## src/pctfix_pkg.sv

```systemverilog
`timescale 1ns / 1ps
`default_nettype none
// ----------------------------------------------------------------------------
// pctfix_pkg
// Shared types, character codes and helper functions for the percent escape
// fixup block.
// ----------------------------------------------------------------------------
package pctfix_pkg;

    localparam int HOLD_DEPTH    = 5;
    localparam int PAT_LEN       = 6;
    localparam int JOB_DEPTH_DEF = 4;

    localparam logic [7:0] VALUE_OFFSET = 8'h40;
    localparam logic [7:0] NIBBLE_MASK  = 8'h0f;

    localparam logic [7:0] CH_PCT    = 8'h25;
    localparam logic [7:0] CH_3      = 8'h33;
    localparam logic [7:0] CH_8      = 8'h38;
    localparam logic [7:0] CH_9      = 8'h39;
    localparam logic [7:0] CH_0      = 8'h30;
    localparam logic [7:0] CH_UA     = 8'h41;
    localparam logic [7:0] CH_UB     = 8'h42;
    localparam logic [7:0] CH_UC     = 8'h43;
    localparam logic [7:0] CH_UF     = 8'h46;
    localparam logic [7:0] CH_LA     = 8'h61;
    localparam logic [7:0] CH_LB     = 8'h62;
    localparam logic [7:0] CH_LC     = 8'h63;
    localparam logic [7:0] CH_LF     = 8'h66;

    typedef logic [7:0] t_byte;

    typedef struct packed {
        logic [PAT_LEN-1:0][7:0] data;
        logic [2:0]              cnt;
        logic                    last;
    } t_job;

    function automatic logic is_hex(input t_byte c);
        return (c >= CH_0 && c <= CH_9) || (c >= CH_LA && c <= CH_LF) ||
               (c >= CH_UA && c <= CH_UF);
    endfunction

    function automatic logic [3:0] hex_val(input t_byte c);
        logic [7:0] r;
        r = 8'h00;
        if (c >= CH_0 && c <= CH_9) begin
            r = c - CH_0;
        end else if (c >= CH_LA && c <= CH_LF) begin
            r = c - CH_LA + 8'd10;
        end else if (c >= CH_UA && c <= CH_UF) begin
            r = c - CH_UA + 8'd10;
        end
        return r[3:0];
    endfunction

    function automatic t_byte hex_char(input logic [3:0] v);
        t_byte r;
        if (v < 4'd10) begin
            r = CH_0 + {4'h0, v};
        end else begin
            r = CH_UA + {4'h0, v} - 8'd10;
        end
        return r;
    endfunction

    // pattern position check
    function automatic logic fits_at(input logic [2:0] pos, input t_byte c);
        logic r;
        unique case (pos)
            3'd0:    r = (c == CH_PCT);
            3'd1:    r = (c == CH_UC) || (c == CH_LC);
            3'd2:    r = (c == CH_3);
            3'd3:    r = (c == CH_PCT);
            3'd4:    r = c inside {CH_8, CH_9, CH_UA, CH_UB, CH_LA, CH_LB};
            3'd5:    r = is_hex(c);
            default: r = 1'b0;
        endcase
        return r;
    endfunction

endpackage
`default_nettype wire

```

## src/percent_utf8_to_latin1_fixup.sv

```systemverilog
`timescale 1ns / 1ps
`default_nettype none
// ----------------------------------------------------------------------------
// percent_utf8_to_latin1_fixup
// Rewrites "%C3%XY" escapes to single Latin-1 escapes in a byte stream.
// ----------------------------------------------------------------------------
// path: an input's results pass the job queue, then the output register
// throughput: one input byte per cycle unless o_full; the output register
//   drains one byte per cycle while popped, one byte per result of an input
// reset: synchronous active low; clears the held prefix count, the job
//   queue and the output register's valid flag
module percent_utf8_to_latin1_fixup #(
    parameter int JOB_DEPTH = pctfix_pkg::JOB_DEPTH_DEF
) (
    input  wire logic       i_clk,
    input  wire logic       i_rst_n,
    input  wire logic       i_push,
    output logic            o_full,
    input  wire logic [7:0] i_in_byte,
    input  wire logic       i_in_last,
    input  wire logic       i_pop,
    output logic            o_empty,
    output logic [7:0]      o_out_byte,
    output logic            o_out_last
);
    import pctfix_pkg::*;

    logic w_accept;
    logic w_job_valid;
    t_job w_job;
    logic w_q_empty;
    t_job w_head;
    logic w_done;

    assign w_accept = i_push && !o_full;

    pctfix_front u_front (
        .i_clk       (i_clk),
        .i_rst_n     (i_rst_n),
        .i_accept    (w_accept),
        .i_byte      (i_in_byte),
        .i_last      (i_in_last),
        .o_job_valid (w_job_valid),
        .o_job       (w_job)
    );

    pctfix_jobq #(
        .DEPTH (JOB_DEPTH)
    ) u_jobq (
        .i_clk    (i_clk),
        .i_rst_n  (i_rst_n),
        .i_wr     (w_job_valid),
        .i_wr_job (w_job),
        .i_rd     (w_done),
        .o_full   (o_full),
        .o_empty  (w_q_empty),
        .o_head   (w_head)
    );

    pctfix_back u_back (
        .i_clk       (i_clk),
        .i_rst_n     (i_rst_n),
        .i_job_valid (!w_q_empty),
        .i_job       (w_head),
        .o_job_done  (w_done),
        .i_pop       (i_pop),
        .o_empty     (o_empty),
        .o_byte      (o_out_byte),
        .o_last      (o_out_last)
    );

endmodule
`default_nettype wire

```

## src/pctfix_front.sv

```systemverilog
`timescale 1ns / 1ps
`default_nettype none
// ----------------------------------------------------------------------------
// pctfix_front
// Holds the pending pattern prefix, classifies each accepted byte and builds
// one job of up to six output bytes.
// ----------------------------------------------------------------------------
module pctfix_front (
    input  wire logic             i_clk,
    input  wire logic             i_rst_n,
    input  wire logic             i_accept,
    input  wire logic [7:0]       i_byte,
    input  wire logic             i_last,
    output logic                  o_job_valid,
    output pctfix_pkg::t_job      o_job
);
    import pctfix_pkg::*;

    t_byte                   r_hold [HOLD_DEPTH];
    t_byte                   n_hold [HOLD_DEPTH];
    logic [2:0]              r_cnt;
    logic [2:0]              n_cnt;

    logic [PAT_LEN-1:0][7:0] w_buf;
    logic [PAT_LEN-1:0]      w_ok;
    logic [2:0]              w_len;
    logic [2:0]              w_sel;
    logic [7:0]              w_val;
    logic                    w_match;

    always_comb begin
        for (int i = 0; i < PAT_LEN; i++) begin
            if (i < HOLD_DEPTH && 3'(i) < r_cnt) begin
                w_buf[i] = r_hold[i];
            end else begin
                w_buf[i] = i_byte;
            end
        end
        w_len = r_cnt + 3'd1;

        // prefix check for every start offset
        for (int j = 0; j < PAT_LEN; j++) begin
            w_ok[j] = 1'b1;
            for (int i = 0; i < PAT_LEN; i++) begin
                if (j + i < PAT_LEN) begin
                    if (3'(j + i) <= r_cnt) begin
                        w_ok[j] = w_ok[j] & fits_at(3'(i), w_buf[j + i]);
                    end
                end
            end
        end

        w_sel = w_len;
        for (int j = PAT_LEN - 1; j >= 0; j--) begin
            if (w_ok[j] && 3'(j) <= r_cnt) begin
                w_sel = 3'(j);
            end
        end

        w_match = (w_sel == 3'd0) && (r_cnt == 3'(HOLD_DEPTH));
        w_val   = {hex_val(w_buf[4]), hex_val(w_buf[5])} + VALUE_OFFSET;

        o_job.data = w_buf;
        o_job.last = i_last;
        for (int i = 0; i < HOLD_DEPTH; i++) begin
            n_hold[i] = r_hold[i];
        end

        if (w_match) begin
            o_job.data[0] = CH_PCT;
            o_job.data[1] = hex_char(4'((w_val >> 4) & NIBBLE_MASK));
            o_job.data[2] = hex_char(4'(w_val & NIBBLE_MASK));
            o_job.cnt     = 3'd3;
            n_cnt         = 3'd0;
        end else if (i_last) begin
            o_job.cnt = w_len;
            n_cnt     = 3'd0;
        end else begin
            o_job.cnt = w_sel;
            n_cnt     = w_len - w_sel;
            for (int i = 0; i < HOLD_DEPTH; i++) begin
                for (int s = 0; s < PAT_LEN; s++) begin
                    if (i + s < PAT_LEN) begin
                        if (w_sel == 3'(s)) begin
                            n_hold[i] = w_buf[i + s];
                        end
                    end
                end
            end
        end

        o_job_valid = i_accept && (o_job.cnt != 3'd0);
    end

    always_ff @(posedge i_clk) begin
        if (!i_rst_n) begin
            r_cnt <= 3'd0;
        end else if (i_accept) begin
            r_cnt <= n_cnt;
        end
    end

    always_ff @(posedge i_clk) begin
        if (i_accept) begin
            for (int i = 0; i < HOLD_DEPTH; i++) begin
                r_hold[i] <= n_hold[i];
            end
        end
    end

endmodule
`default_nettype wire

```

## src/pctfix_jobq.sv

```systemverilog
`timescale 1ns / 1ps
`default_nettype none
// ----------------------------------------------------------------------------
// pctfix_jobq
// Short job queue between the front and the back.
// ----------------------------------------------------------------------------
module pctfix_jobq #(
    parameter int DEPTH = pctfix_pkg::JOB_DEPTH_DEF
) (
    input  wire logic             i_clk,
    input  wire logic             i_rst_n,
    input  wire logic             i_wr,
    input  wire pctfix_pkg::t_job i_wr_job,
    input  wire logic             i_rd,
    output logic                  o_full,
    output logic                  o_empty,
    output pctfix_pkg::t_job      o_head
);
    import pctfix_pkg::*;

    localparam int PW = (DEPTH > 1) ? $clog2(DEPTH) : 1;
    localparam int CW = $clog2(DEPTH + 1);

    t_job          r_mem [DEPTH];
    logic [PW-1:0] r_wr;
    logic [PW-1:0] r_rd;
    logic [CW-1:0] r_cnt;
    logic          w_wr;
    logic          w_rd;

    assign o_full  = (r_cnt == CW'(DEPTH));
    assign o_empty = (r_cnt == '0);
    assign o_head  = r_mem[r_rd];
    assign w_wr    = i_wr && !o_full;
    assign w_rd    = i_rd && !o_empty;

    function automatic logic [PW-1:0] next_ptr(input logic [PW-1:0] p);
        return (p == PW'(DEPTH - 1)) ? '0 : p + PW'(1);
    endfunction

    always_ff @(posedge i_clk) begin
        if (!i_rst_n) begin
            r_wr  <= '0;
            r_rd  <= '0;
            r_cnt <= '0;
        end else begin
            if (w_wr) begin
                r_wr <= next_ptr(r_wr);
            end
            if (w_rd) begin
                r_rd <= next_ptr(r_rd);
            end
            if (w_wr && !w_rd) begin
                r_cnt <= r_cnt + CW'(1);
            end else if (w_rd && !w_wr) begin
                r_cnt <= r_cnt - CW'(1);
            end
        end
    end

    always_ff @(posedge i_clk) begin
        if (w_wr) begin
            r_mem[r_wr] <= i_wr_job;
        end
    end

endmodule
`default_nettype wire

```

## src/pctfix_back.sv

```systemverilog
`timescale 1ns / 1ps
`default_nettype none
// ----------------------------------------------------------------------------
// pctfix_back
// Walks the bytes of the head job into the output register, one per cycle while that register is empty or popped.
// ----------------------------------------------------------------------------
module pctfix_back (
    input  wire logic             i_clk,
    input  wire logic             i_rst_n,
    input  wire logic             i_job_valid,
    input  wire pctfix_pkg::t_job i_job,
    output logic                  o_job_done,
    input  wire logic             i_pop,
    output logic                  o_empty,
    output logic [7:0]            o_byte,
    output logic                  o_last
);
    import pctfix_pkg::*;

    logic [2:0] r_idx;
    logic       r_ov;
    t_byte      r_ob;
    logic       r_ol;
    logic       w_load;
    logic       w_end;

    assign o_empty    = !r_ov;
    assign o_byte     = r_ob;
    assign o_last     = r_ol;
    assign w_load     = i_job_valid && (!r_ov || i_pop);
    assign w_end      = (r_idx == (i_job.cnt - 3'd1));
    assign o_job_done = w_load && w_end;

    always_ff @(posedge i_clk) begin
        if (!i_rst_n) begin
            r_idx <= 3'd0;
            r_ov  <= 1'b0;
        end else begin
            if (w_load) begin
                r_idx <= w_end ? 3'd0 : r_idx + 3'd1;
                r_ov  <= 1'b1;
            end else if (i_pop) begin
                r_ov  <= 1'b0;
            end
        end
    end

    always_ff @(posedge i_clk) begin
        if (w_load) begin
            r_ob <= i_job.data[r_idx];
            r_ol <= i_job.last && w_end;
        end
    end

endmodule
`default_nettype wire
```

## config.mk

```make
export PLATFORM = sky130hd
export DESIGN_NAME = percent_utf8_to_latin1_fixup
export DESIGN_NICKNAME = d
export VERILOG_FILES = /design/src/pctfix_pkg.sv /design/src/percent_utf8_to_latin1_fixup.sv /design/src/pctfix_front.sv /design/src/pctfix_jobq.sv /design/src/pctfix_back.sv
export SDC_FILE = /design/constraint.sdc
export NUM_CORES = 1
export LEC_CHECK = 0
export ABC_AREA = 1
export BUFFER_PORTS_ARGS = -buffer_cell sky130_fd_sc_hd__clkbuf_2
export CORE_MARGIN = 2
export CORE_UTILIZATION = 57
export DETAILED_ROUTE_END_ITERATION = 8
export PLACE_DENSITY = 0.87
export SYNTH_ARGS = -nofsm -noshare
export SYNTH_HDL_FRONTEND = slang
export SYNTH_SLANG_ARGS = --single-unit
```

## constraint.sdc

```tcl
create_clock -name i_clk -period 5.8 [get_ports i_clk]
set_clock_uncertainty 0.2 [all_clocks]
set_input_delay 0.58 -clock i_clk [delete_from_list [all_inputs] [get_ports i_clk]]
set_output_delay 0.58 -clock i_clk [all_outputs]
set_load 0.005 [all_outputs]
```

==> impl_metrics.tcl, run 1 <==
set metrics [dict create \
    finalCritPeriodShare_pct 87.6 \
    synth_warnings 0 \
    start_util_pct 58.0 \
    pwr-share-comb_pct 26.3 \
    p_int_mw 3.96 \
    irDropWorstVdd_uv 414 \
    cp_max_fo 27 \
    clock.fmax_mhz 197 \
    syn_nets 1548 \
    total_power_mw 5.92 \
    final_common_cell "nand2_1" \
    avgSynthCellArea_um2 9.33 \
    grt_pass1_wl_um 61900 \
    crit_type "reg -> reg" \
    outcome "complete, no violations" \
    async_reset_ff_share_pct 0 \
    row_count 57 \
    cts.clk_slew.worst_paths_ns 0.06 \
    drc 0 \
    io_pins 24 \
    coreArea_mm2 0.0242 \
    dp_hpwl_um 25900 \
    cts_hold_buf 0 \
    cts_buffer_depth 3 \
    power.leakage_nw 5.83 \
    viasPerCell 6.23 \
    drv_slew 0 \
    hold_violations 0 \
    critPathArrivalTime_ns 5.33 \
    mostFrequentLayoutCells "nand2_1, edfxtp_1, nor2_1" \
    vias 11578 \
    ys_types 44 \
    grt_usage_pct 31.0 \
    sequentialPowerShare_pct 42.4 \
    fill_cells 1845 \
    net-switching-power_mw 1.96 \
    gp_congestion 1.06 \
    totalWireLength_um 40300 \
    cts-buffers-inserted 27 \
    clkLatencyLatePin_ns 0.56 \
    avgRoutedWirePerCell_um 21.7 \
    setup_viol 0 \
    maxCapViolCount 0 \
    htreeDepth 1 \
    fp.dieH_um 161 \
    rsz0062_at_grt "no" \
    root_buffer "clkbuf_16" \
    area_growth_pct 9.80 \
    endpoint_kind "register" \
    dieArea_mm2 0.0259 \
    cts_tree "built" \
    grt_max_degree 98 \
    fp.dieW_um 161 \
    dr.pass1.iters 7 \
    synth-edff-count 257 \
    antenna_found_initial 1 \
    synth_seq_area_share_pct 57.2 \
    post-cts-setup-buffers 0 \
    powerDensity_mw_per_mm2 383 \
    worstPathRequired_ns 6.04 \
    ctsResizeCount 0 \
    ys_ff_latch 273 \
    synth_ff_type "edfxtp_1" \
    syn_inst 1508 \
    grt_pass1_vias 10834 \
    clock-sinks 273 \
    tns_ns 0 \
    relSlewSlack_pct 25.0 \
    first_iter_violations 1945 \
    clock_power_share_pct 31.4 \
    layout-drive-gt1-share_pct 10.1 \
    tightest_slew_ns 1.12 \
    hold_ws_ns 0.163 \
    start_kind "register" \
    switching_share_pct 33.2 \
    min_period_ns 5.08 \
    nets 1552 \
    grt_overflow 0 \
    diodes 0 \
    hold_class "in -> reg" \
    netlist_area_mm2 0.0141 \
    postRouteAntennaNets 0 \
    io_buffers 23 \
]
## stage by stage
stage / cells / instance area, um^2 / utilization [%] / setup WS, ns
2_1_floorplan: 1508 / 14100 / - / 0.0938
3_3_place_gp: 1807 / 14500 / 59.8 / 0.884
3_5_place_dp: 1807 / 14500 / 59.8 / 0.731
4_1_cts: 1857 / 15400 / 63.7 / 0.780
5_1_grt: 1857 / 15400 / 63.7 / 0.329
6_report: 1857 / 15400 / 63.7 / 0.720
## kinds of logic (layout without fill, tap and decap cells)
| family | count (synthesis) | after routing | share of synthesized area (%) |
|---|---|---|---|
| AND/OR/NAND/NOR | 631 | 631 | 18.6 |
| AO/OA/AOI/OAI | 371 | 371 | 15.2 |
| flip-flops | 273 | 273 | 57.2 |
| buffers and inverters | 198 | 223 | 6.04 |
| adder cells (fa/ha/maj) | 27 | 27 | 2.51 |
| XOR/XNOR | 8 | 8 | 0.498 |
## layout make-up
| class | instances | area (um^2) | share of cell area, % |
|---|---|---|---|
| Clock buffer | 36 | 749 | 4.85 |
| Inverter | 119 | 449 | 2.91 |
| Multi-Input combinational cell | 1037 | 5210 | 33.7 |
| Sequential cell | 273 | 8040 | 52.1 |
| Timing Repair Buffer | 54 | 398 | 2.58 |
| Tap cell | 324 | 405 | 2.63 |
| Clock inverter | 14 | 194 | 1.26 |
## routing by layer
metal	GRT usage (%)	part of all wire, %
met5	0	0
met4	11.0	4.0
met3	5.37	12
met2	49.6	46
met1	43.2	38
## final timing paths
path                            cells after the start              from  slack (ns)             endpoint
worst min register to register                      2   u_jobq.r_cnt[1]        0.33      u_jobq.r_cnt[1]
worst max register to register                     26  u_front.r_cnt[2]        0.72      u_jobq.r_cnt[2]
worst min-delay path                                1      i_in_byte[7]        0.16  u_jobq.r_mem[3][51]
worst max-delay path                               26  u_front.r_cnt[2]        0.72      u_jobq.r_cnt[2]
## power by group through the flow
stage | combinational [mW] | clock, mW | sequential (mW)
floorplan | 1.01 | 0 | 2.51
global placement | 1.42 | 0 | 2.54
detailed placement | 1.50 | 0 | 2.55
CTS | 1.53 | 1.86 | 2.51
global route | 1.70 | 1.94 | 2.52
finish | 1.56 | 1.86 | 2.51
## registers in the layout, summed over array words and instances, names as in the netlist, named ones only
| signal | cells |
|---|---|
| u_jobq.r_rd | 2 |
| u_back.o_byte | 8 |
| u_back.r_idx | 3 |
| u_jobq.r_wr | 2 |
| u_front.r_hold | 40 |
| u_jobq.r_mem | 208 |
| u_back.r_ov | 1 |
| u_back.o_last | 1 |
| u_jobq.r_cnt | 3 |
| u_front.r_cnt | 3 |
## critical path: stages (launching register included)
cell and delay (ns):
dfxtp_1 0.32, inv_2 0.26, nor2_2 0.07, buf_4 0.21, o21ai_1 0.46, inv_1 0.30, ha_1 0.28, inv_1 0.06
nor2_1 0.05, nand2_1 0.06, nand2_1 0.04, nand2_1 0.10, nand2_1 0.10, nand2_4 0.27, nand2_2 0.15, o21ai_0 0.28
nor2_1 0.10, nand2_2 0.14, nand2_1 0.26, inv_1 0.13, ha_1 0.14, inv_1 0.07, fa_1 0.44, a21oi_1 0.16
o21ai_0 0.11, o21ai_0 0.16, a21oi_1 0.06
## synth_stat cells, types with 2 or more instances
| library cell | count | share of area, % |
|---|---|---|
| nand2_1 | 338 | 9.0 |
| edfxtp_1 | 257 | 55 |
| nor2_1 | 186 | 5.0 |
| o21ai_0 | 172 | 6.1 |
| inv_1 | 100 | 2.7 |
| nand3_1 | 58 | 2.1 |
| a21oi_1 | 50 | 1.8 |
| o21ai_1 | 48 | 1.7 |
| clkbuf_1 | 43 | 1.1 |
| o221ai_1 | 32 | 2.0 |
| o211ai_1 | 30 | 1.6 |
| ha_1 | 25 | 2.2 |
| o22ai_1 | 22 | 0.98 |
| buf_2 | 20 | 0.71 |
| dfxtp_1 | 16 | 2.3 |
| inv_2 | 13 | 0.35 |
| buf_4 | 11 | 0.59 |
| nand2_2 | 9 | 0.40 |
| nor2_2 | 8 | 0.36 |
| a22oi_1 | 7 | 0.37 |
| nor3_1 | 7 | 0.25 |
| xor2_1 | 7 | 0.44 |
| or2_2 | 6 | 0.27 |
| buf_6 | 5 | 0.40 |
| clkinv_1 | 5 | 0.13 |
| nand2_4 | 5 | 0.40 |
| nand3b_1 | 3 | 0.16 |
| nand4_1 | 3 | 0.13 |
| o21ai_2 | 3 | 0.19 |
| a32o_1 | 2 | 0.14 |
| fa_1 | 2 | 0.28 |
| nand3_2 | 2 | 0.14 |
| nor2_4 | 2 | 0.16 |
Power figures use the tool's default switching activity.
==> inputs of run 2 (changes only) <==
--- a/config.mk
+++ b/config.mk
@@ -11,6 +11,7 @@
 export CORE_UTILIZATION = 57
 export DETAILED_ROUTE_END_ITERATION = 8
 export PLACE_DENSITY = 0.87
+export RECOVER_POWER = 100
 export SYNTH_ARGS = -nofsm -noshare
 export SYNTH_HDL_FRONTEND = slang
 export SYNTH_SLANG_ARGS = --single-unit
==> run 2 against run 1 <==
  * The flow now finishes with violations (capacitance limit, slew limit)
  * Clock-buffer cell count stayed put
  * Die area stayed put
  * Critical path depth is 7 lower
  * Sequential share of layout area is 0.32 points higher
  * First-iteration DRC count is 11% lower
  * Combinational power hardly changed
  * Final cell count stayed put
  * Sequential power hardly changed
  * Critical path type unchanged
  * Highest routed layer unchanged
==> impl_metrics.tcl, run 2 (same netlist as run 1, synthesis figures left out) <==
set metrics [dict create \
    tns_ns 0 \
    violations "capacitance limit, slew limit" \
    powerDensity_mw_per_mm2 385 \
    irDropWorstVdd_uv 403 \
    clock-sinks 273 \
    total_power_mw 5.90 \
    placed_area_mm2 0.0145 \
    layout-drive-gt1-share_pct 8.02 \
    nets 1552 \
    r2r_cells 19 \
    p_int_mw 3.95 \
    pwr-share-comb_pct 26.2 \
    cp-endpoint "u_front.r_hold[0][36]" \
    fin_cells 1857 \
    maxCapViolCount 1 \
    diodes 0 \
    grt_pass1_wl_um 61900 \
    dp_hpwl_um 25900 \
    net-switching-power_mw 1.96 \
    area_growth_pct 9.10 \
    hold_violations 0 \
    power.leakage_nw 5.75 \
    tightest_slew_ns 1.94 \
    gp_congestion 1.06 \
    reg2reg_to "u_front.r_hold[0][36]" \
    cts-buffers-inserted 27 \
    mostFrequentLayoutCells "nand2_1, edfxtp_1, o21ai_0" \
    post-cts-setup-buffers 0 \
    htreeDepth 1 \
    antenna_found_initial 1 \
    clock_power_share_pct 31.3 \
    timing.rr.start "u_front.r_cnt[2]" \
    start_util_pct 58.0 \
    drv_slew 98 \
    crit_start "u_front.r_cnt[2]" \
    largest_register "u_jobq.r_mem" \
    min_period_ns 5.31 \
    relSlewSlack_pct -29.0 \
    endpoint_kind "register" \
    drc 0 \
    fp.dieW_um 161 \
    hold_class "in -> reg" \
    setup_viol 0 \
    design_area_mm2 0.0153 \
    clock.fmax_mhz 188 \
    avgRoutedWirePerCell_um 21.8 \
    r2r_slack_ns 0.49 \
    outcome "finished with violations" \
    critPathArrivalTime_ns 5.28 \
    coreArea_mm2 0.0242 \
    finalCritPeriodShare_pct 91.5 \
    first_iter_violations 1729 \
    crit_type "reg -> reg" \
    grt_pass1_vias 10834 \
    fill_cells 1870 \
    grt_overflow 0 \
    ctsResizeCount 0 \
    root_buffer "clkbuf_16" \
    clkLatencyLatePin_ns 0.55 \
    dieArea_mm2 0.0259 \
    dr.pass1.iters 8 \
    totalWireLength_um 40400 \
    cts_hold_buf 0 \
    sequentialPowerShare_pct 42.5 \
    viasPerCell 6.22 \
    cts_buffer_depth 3 \
    postRouteAntennaNets 0 \
    fp.dieH_um 161 \
    switching_share_pct 33.2 \
    io_buffers 23 \
    start_kind "register" \
    cts.clk_slew.worst_paths_ns 0.07 \
    final_common_cell "nand2_1" \
    cp_max_fo 29 \
    vias 11557 \
    post-route-util_pct 63.3 \
    worstPathRequired_ns 5.77 \
    placed_cells 1807 \
    hp-start "i_pop" \
    largest_reg_flops 208 \
    rsz0062_at_grt "no" \
    io_pins 24 \
    cts_tree "built" \
    grt_max_degree 98 \
    grt_usage_pct 31.0 \
    row_count 57 \
]
==> run 2: per-layer routing <==
metal	share of wire (%)	vias up	routed length (um)	global-route usage, %
met5	0	-	0	0
met4	3.8	0	1530	11.0
met3	12	120	4910	5.37
met2	46	849	18500	49.6
met1	38	5346	15400	43.2
li1	-	5242	-	-
==> run 2: stage by stage <==
| stage | setup WS [ns] | hold slack (ns) |
|---|---|---|
| final | 0.493 | 0.193 |
| after global routing | 0.174 | 0.215 |
| after CTS | 0.780 | 0.153 |
| after detailed placement | 0.731 | 0.323 |
| after global placement | 0.884 | 0.300 |
| after floorplan | 0.0938 | 0.276 |
==> run 2: layout make-up <==
class / count / area, um^2 / share of cell area (%)
clock buffer: 36 / 749 / 4.88
clock inverter: 14 / 194 / 1.26
inverter: 119 / 449 / 2.93
multi-input combinational: 1037 / 5180 / 33.8
sequential: 273 / 8040 / 52.4
tap: 324 / 405 / 2.64
timing repair buffer: 54 / 327 / 2.13
==> run 2: power by group through the flow <==
| stage | clock network [mW] | registers (mW) | logic [mW] |
|---|---|---|---|
| 2_1_floorplan | 0 | 2.51 | 1.01 |
| 3_3_place_gp | 0 | 2.54 | 1.42 |
| 3_5_place_dp | 0 | 2.55 | 1.50 |
| 4_1_cts | 1.86 | 2.51 | 1.53 |
| 5_1_grt | 1.94 | 2.52 | 1.69 |
| 6_report | 1.85 | 2.51 | 1.54 |
==> run 2: critical path, stage by stage (launching register included) <==
cell	delay [ns]
dfxtp_1	0.31
buf_4	0.22
o21ai_0	0.10
clkbuf_1	0.55
nand2_1	0.10
nand2_1	0.48
nand2_1	0.21
nor2_1	0.17
nand3_1	0.14
nand3_1	0.10
inv_1	0.04
nor2_1	0.21
nand3_4	0.26
nand2_1	0.17
nor2_1	0.06
buf_4	0.22
inv_1	0.27
nand2_1	0.26
nor2_1	0.14
clkbuf_1	0.67
==> run 2: worst min path at each step <==
stage / to / cells past startpoint
floorplan: u_jobq.r_cnt[1] / 2
global placement: u_jobq.r_cnt[1] / 2
detailed placement: u_jobq.r_cnt[1] / 2
CTS: u_jobq.r_mem[0][51] / 1
global route: u_back.r_ov / 4
finish: u_back.r_ov / 4
==> inputs of run 3 (changes only) <==
--- a/config.mk
+++ b/config.mk
@@ -10,6 +10,7 @@
 export CORE_MARGIN = 2
 export CORE_UTILIZATION = 57
 export DETAILED_ROUTE_END_ITERATION = 8
+export GPL_ROUTABILITY_DRIVEN = 0
 export PLACE_DENSITY = 0.87
 export RECOVER_POWER = 100
 export SYNTH_ARGS = -nofsm -noshare
==> constraint.sdc (replaced) <==
create_clock -name i_clk -period 5.8 [get_ports i_clk]
set_clock_uncertainty 0.2 [all_clocks]
set_input_delay 0 -clock i_clk [delete_from_list [all_inputs] [get_ports i_clk]]
set_output_delay 0 -clock i_clk [all_outputs]
set_load 0.005 [all_outputs]
==> run 3 against run 2 <==
  * Final area fell by 0.90%
  * Clock-buffer cell count did not move
  * Final cell count fell by 0.11%
  * Sequential cell count did not move
  * Largest cell class unchanged
  * Total power fell by 4.8%
  * The run still ends with capacitance limit, slew limit left
  * Critical path depth shrank 1
  * Combinational power fell by 3%
  * Core utilization is 0.57 points lower
  * Sequential share of layout area is 0.47 points higher
==> impl_metrics.tcl, run 3 (same netlist as run 1, synthesis figures left out) <==
set metrics [dict create \
    io_pins 24 \
    setup_viol 0 \
    cts-buffers-inserted 27 \
    start_kind "register" \
    clock.fmax_mhz 178 \
    totalWireLength_um 39600 \
    clkLatencyLatePin_ns 0.55 \
    dr.pass1.iters 9 \
    fp.dieH_um 161 \
    net-switching-power_mw 1.88 \
    finalCritPeriodShare_pct 96.8 \
    timing.rr.start "u_front.r_cnt[1]" \
    r2r_slack_ns 0.19 \
    dieArea_mm2 0.0259 \
    clock-sinks 273 \
    coreArea_mm2 0.0242 \
    total_power_mw 5.62 \
    cts_tree "built" \
    grt_pass1_wl_um 61200 \
    min_period_ns 5.61 \
    drv_slew 57 \
    mostFrequentLayoutCells "nand2_1, edfxtp_1, o21ai_0" \
    hp-start "i_rst_n" \
    cp_max_fo 27 \
    relSlewSlack_pct -23.6 \
    fin_cells 1855 \
    tightest_slew_ns 1.85 \
    reg2reg_to "u_front.r_hold[0][12]" \
    powerDensity_mw_per_mm2 370 \
    hold_ws_ns 0.236 \
    grt_usage_pct 30.2 \
    start_util_pct 58.0 \
    largest_reg_flops 208 \
    antenna_found_initial 1 \
    placed_cells 1797 \
    r2r_cells 18 \
    sequentialPowerShare_pct 45.1 \
    worstPathRequired_ns 5.88 \
    critPathArrivalTime_ns 5.69 \
    switching_share_pct 33.5 \
    outcome "finished with violations" \
    rsz0062_at_grt "no" \
    layout-drive-gt1-share_pct 6.73 \
    grt_max_degree 57 \
    grt_pass1_vias 11120 \
    endpoint_kind "register" \
    first_iter_violations 2055 \
    io_buffers 23 \
    tns_ns 0 \
    row_count 57 \
    fp.dieW_um 161 \
    grt_overflow 0 \
    final_common_cell "nand2_1" \
    root_buffer "clkbuf_16" \
    drc 0 \
    irDropWorstVdd_uv 335 \
    hold_depth 4 \
    area_growth_pct 8.12 \
    nets 1555 \
    clock_power_share_pct 28.4 \
    min_to "u_jobq.r_wr[0]" \
    hold_class "in -> reg" \
    power.leakage_nw 5.67 \
    post-cts-setup-buffers 0 \
    maxCapViolCount 2 \
    vias 11757 \
    cts.clk_slew.worst_paths_ns 0.07 \
    dp_hpwl_um 25400 \
    p_int_mw 3.74 \
    viasPerCell 6.34 \
    pwr-share-comb_pct 26.5 \
    crit_start "u_front.r_cnt[1]" \
    postRouteAntennaNets 0 \
    largest_register "u_jobq.r_mem" \
    violations "capacitance limit, slew limit" \
    htreeDepth 1 \
    crit_type "reg -> reg" \
    cts_buffer_depth 3 \
    hold_violations 0 \
    avgRoutedWirePerCell_um 21.3 \
]
[run 3: cell count changes in the layout (fill, tap and decap cells not counted), moves of 2 or more]
| cell | previous run | this run |
|---|---|---|
| clkbuf_2 | 12 | 14 |
| o21ai_1 | 21 | 25 |
| nor2_2 | 8 | 6 |
| buf_12 | 3 | 1 |
| o21ai_0 | 199 | 195 |
| buf_4 | 15 | 9 |
| nor2_1 | 184 | 186 |
| dlygate4sd3_1 | 0 | 13 |
| clkbuf_8 | 4 | 0 |
| bufinv_16 | 4 | 1 |
[run 3: how the worst max path moves through the flow]
stage / endpoint / slack, ns / cells past startpoint
2_1_floorplan: u_jobq.r_mem[0][0] / 0.09 / 19
3_3_place_gp: u_jobq.r_cnt[2] / 0.86 / 26
3_5_place_dp: u_jobq.r_cnt[2] / 0.59 / 26
4_1_cts: u_jobq.r_cnt[2] / 0.55 / 26
5_1_grt: u_front.r_hold[0][11] / 0.07 / 19
6_report: u_front.r_hold[0][12] / 0.19 / 18
[run 3: final cells by class]
type,count,area [um^2]
sequential,273,8040
clock buffer,36,709
antenna,1,2.50
clock inverter,8,65.1
tap,324,405
inverter,119,449
fill,1904,9040
timing repair buffer,57,367
multi-input combinational,1037,5170
[run 3: repair_timing]
action,CTS,global route
hold buffers,13,0
setup endpoints to repair,0,1
hold endpoints to repair,94,0
resized for setup,0,1
[run 3: worst max-delay path, cell delays in order, from the launching register on]
cell and delay (ns):
dfxtp_1 0.39, nor2_1 0.21, nor2_4 0.11, o21ai_0 0.70
inv_1 0.35, ha_1 0.32, inv_1 0.06, nor2_1 0.05
nand2_1 0.07, nand2_1 0.05, nand2_1 0.10, nand2_1 0.11
nand2_4 0.27, nand4_1 1.15, buf_4 0.65, o21ai_0 0.25
o21ai_0 0.11, nand3_1 0.11, nand2_1 0.07
[run 3: power by group through the flow]
stage,logic (mW),registers (mW),clock network (mW)
after floorplan,1.01,2.51,0
after global placement,1.38,2.56,0
after detailed placement,1.44,2.57,0
after CTS,1.48,2.53,1.59
after global routing,1.64,2.55,1.68
final,1.49,2.53,1.60
[run 3: per-stage QoR]
stage | setup slack (ns) | area, um^2 | utilization [%]
after floorplan | 0.0938 | 14100 | -
after global placement | 0.860 | 14400 | 59.3
after detailed placement | 0.592 | 14400 | 59.3
after CTS | 0.548 | 15300 | 63.1
after global routing | 0.0660 | 15200 | 62.7
final | 0.188 | 15200 | 62.7
[run 3: per-layer routing]
| metal | up-vias | global-route usage, % | routed length (um) |
|---|---|---|---|
| li1 | 5233 | - | - |
| met1 | 5355 | 41.1 | 14400 |
| met2 | 971 | 46.5 | 17300 |
| met3 | 198 | 7.58 | 5910 |
| met4 | 0 | 12.9 | 1940 |
| met5 | - | 0 | 0 |
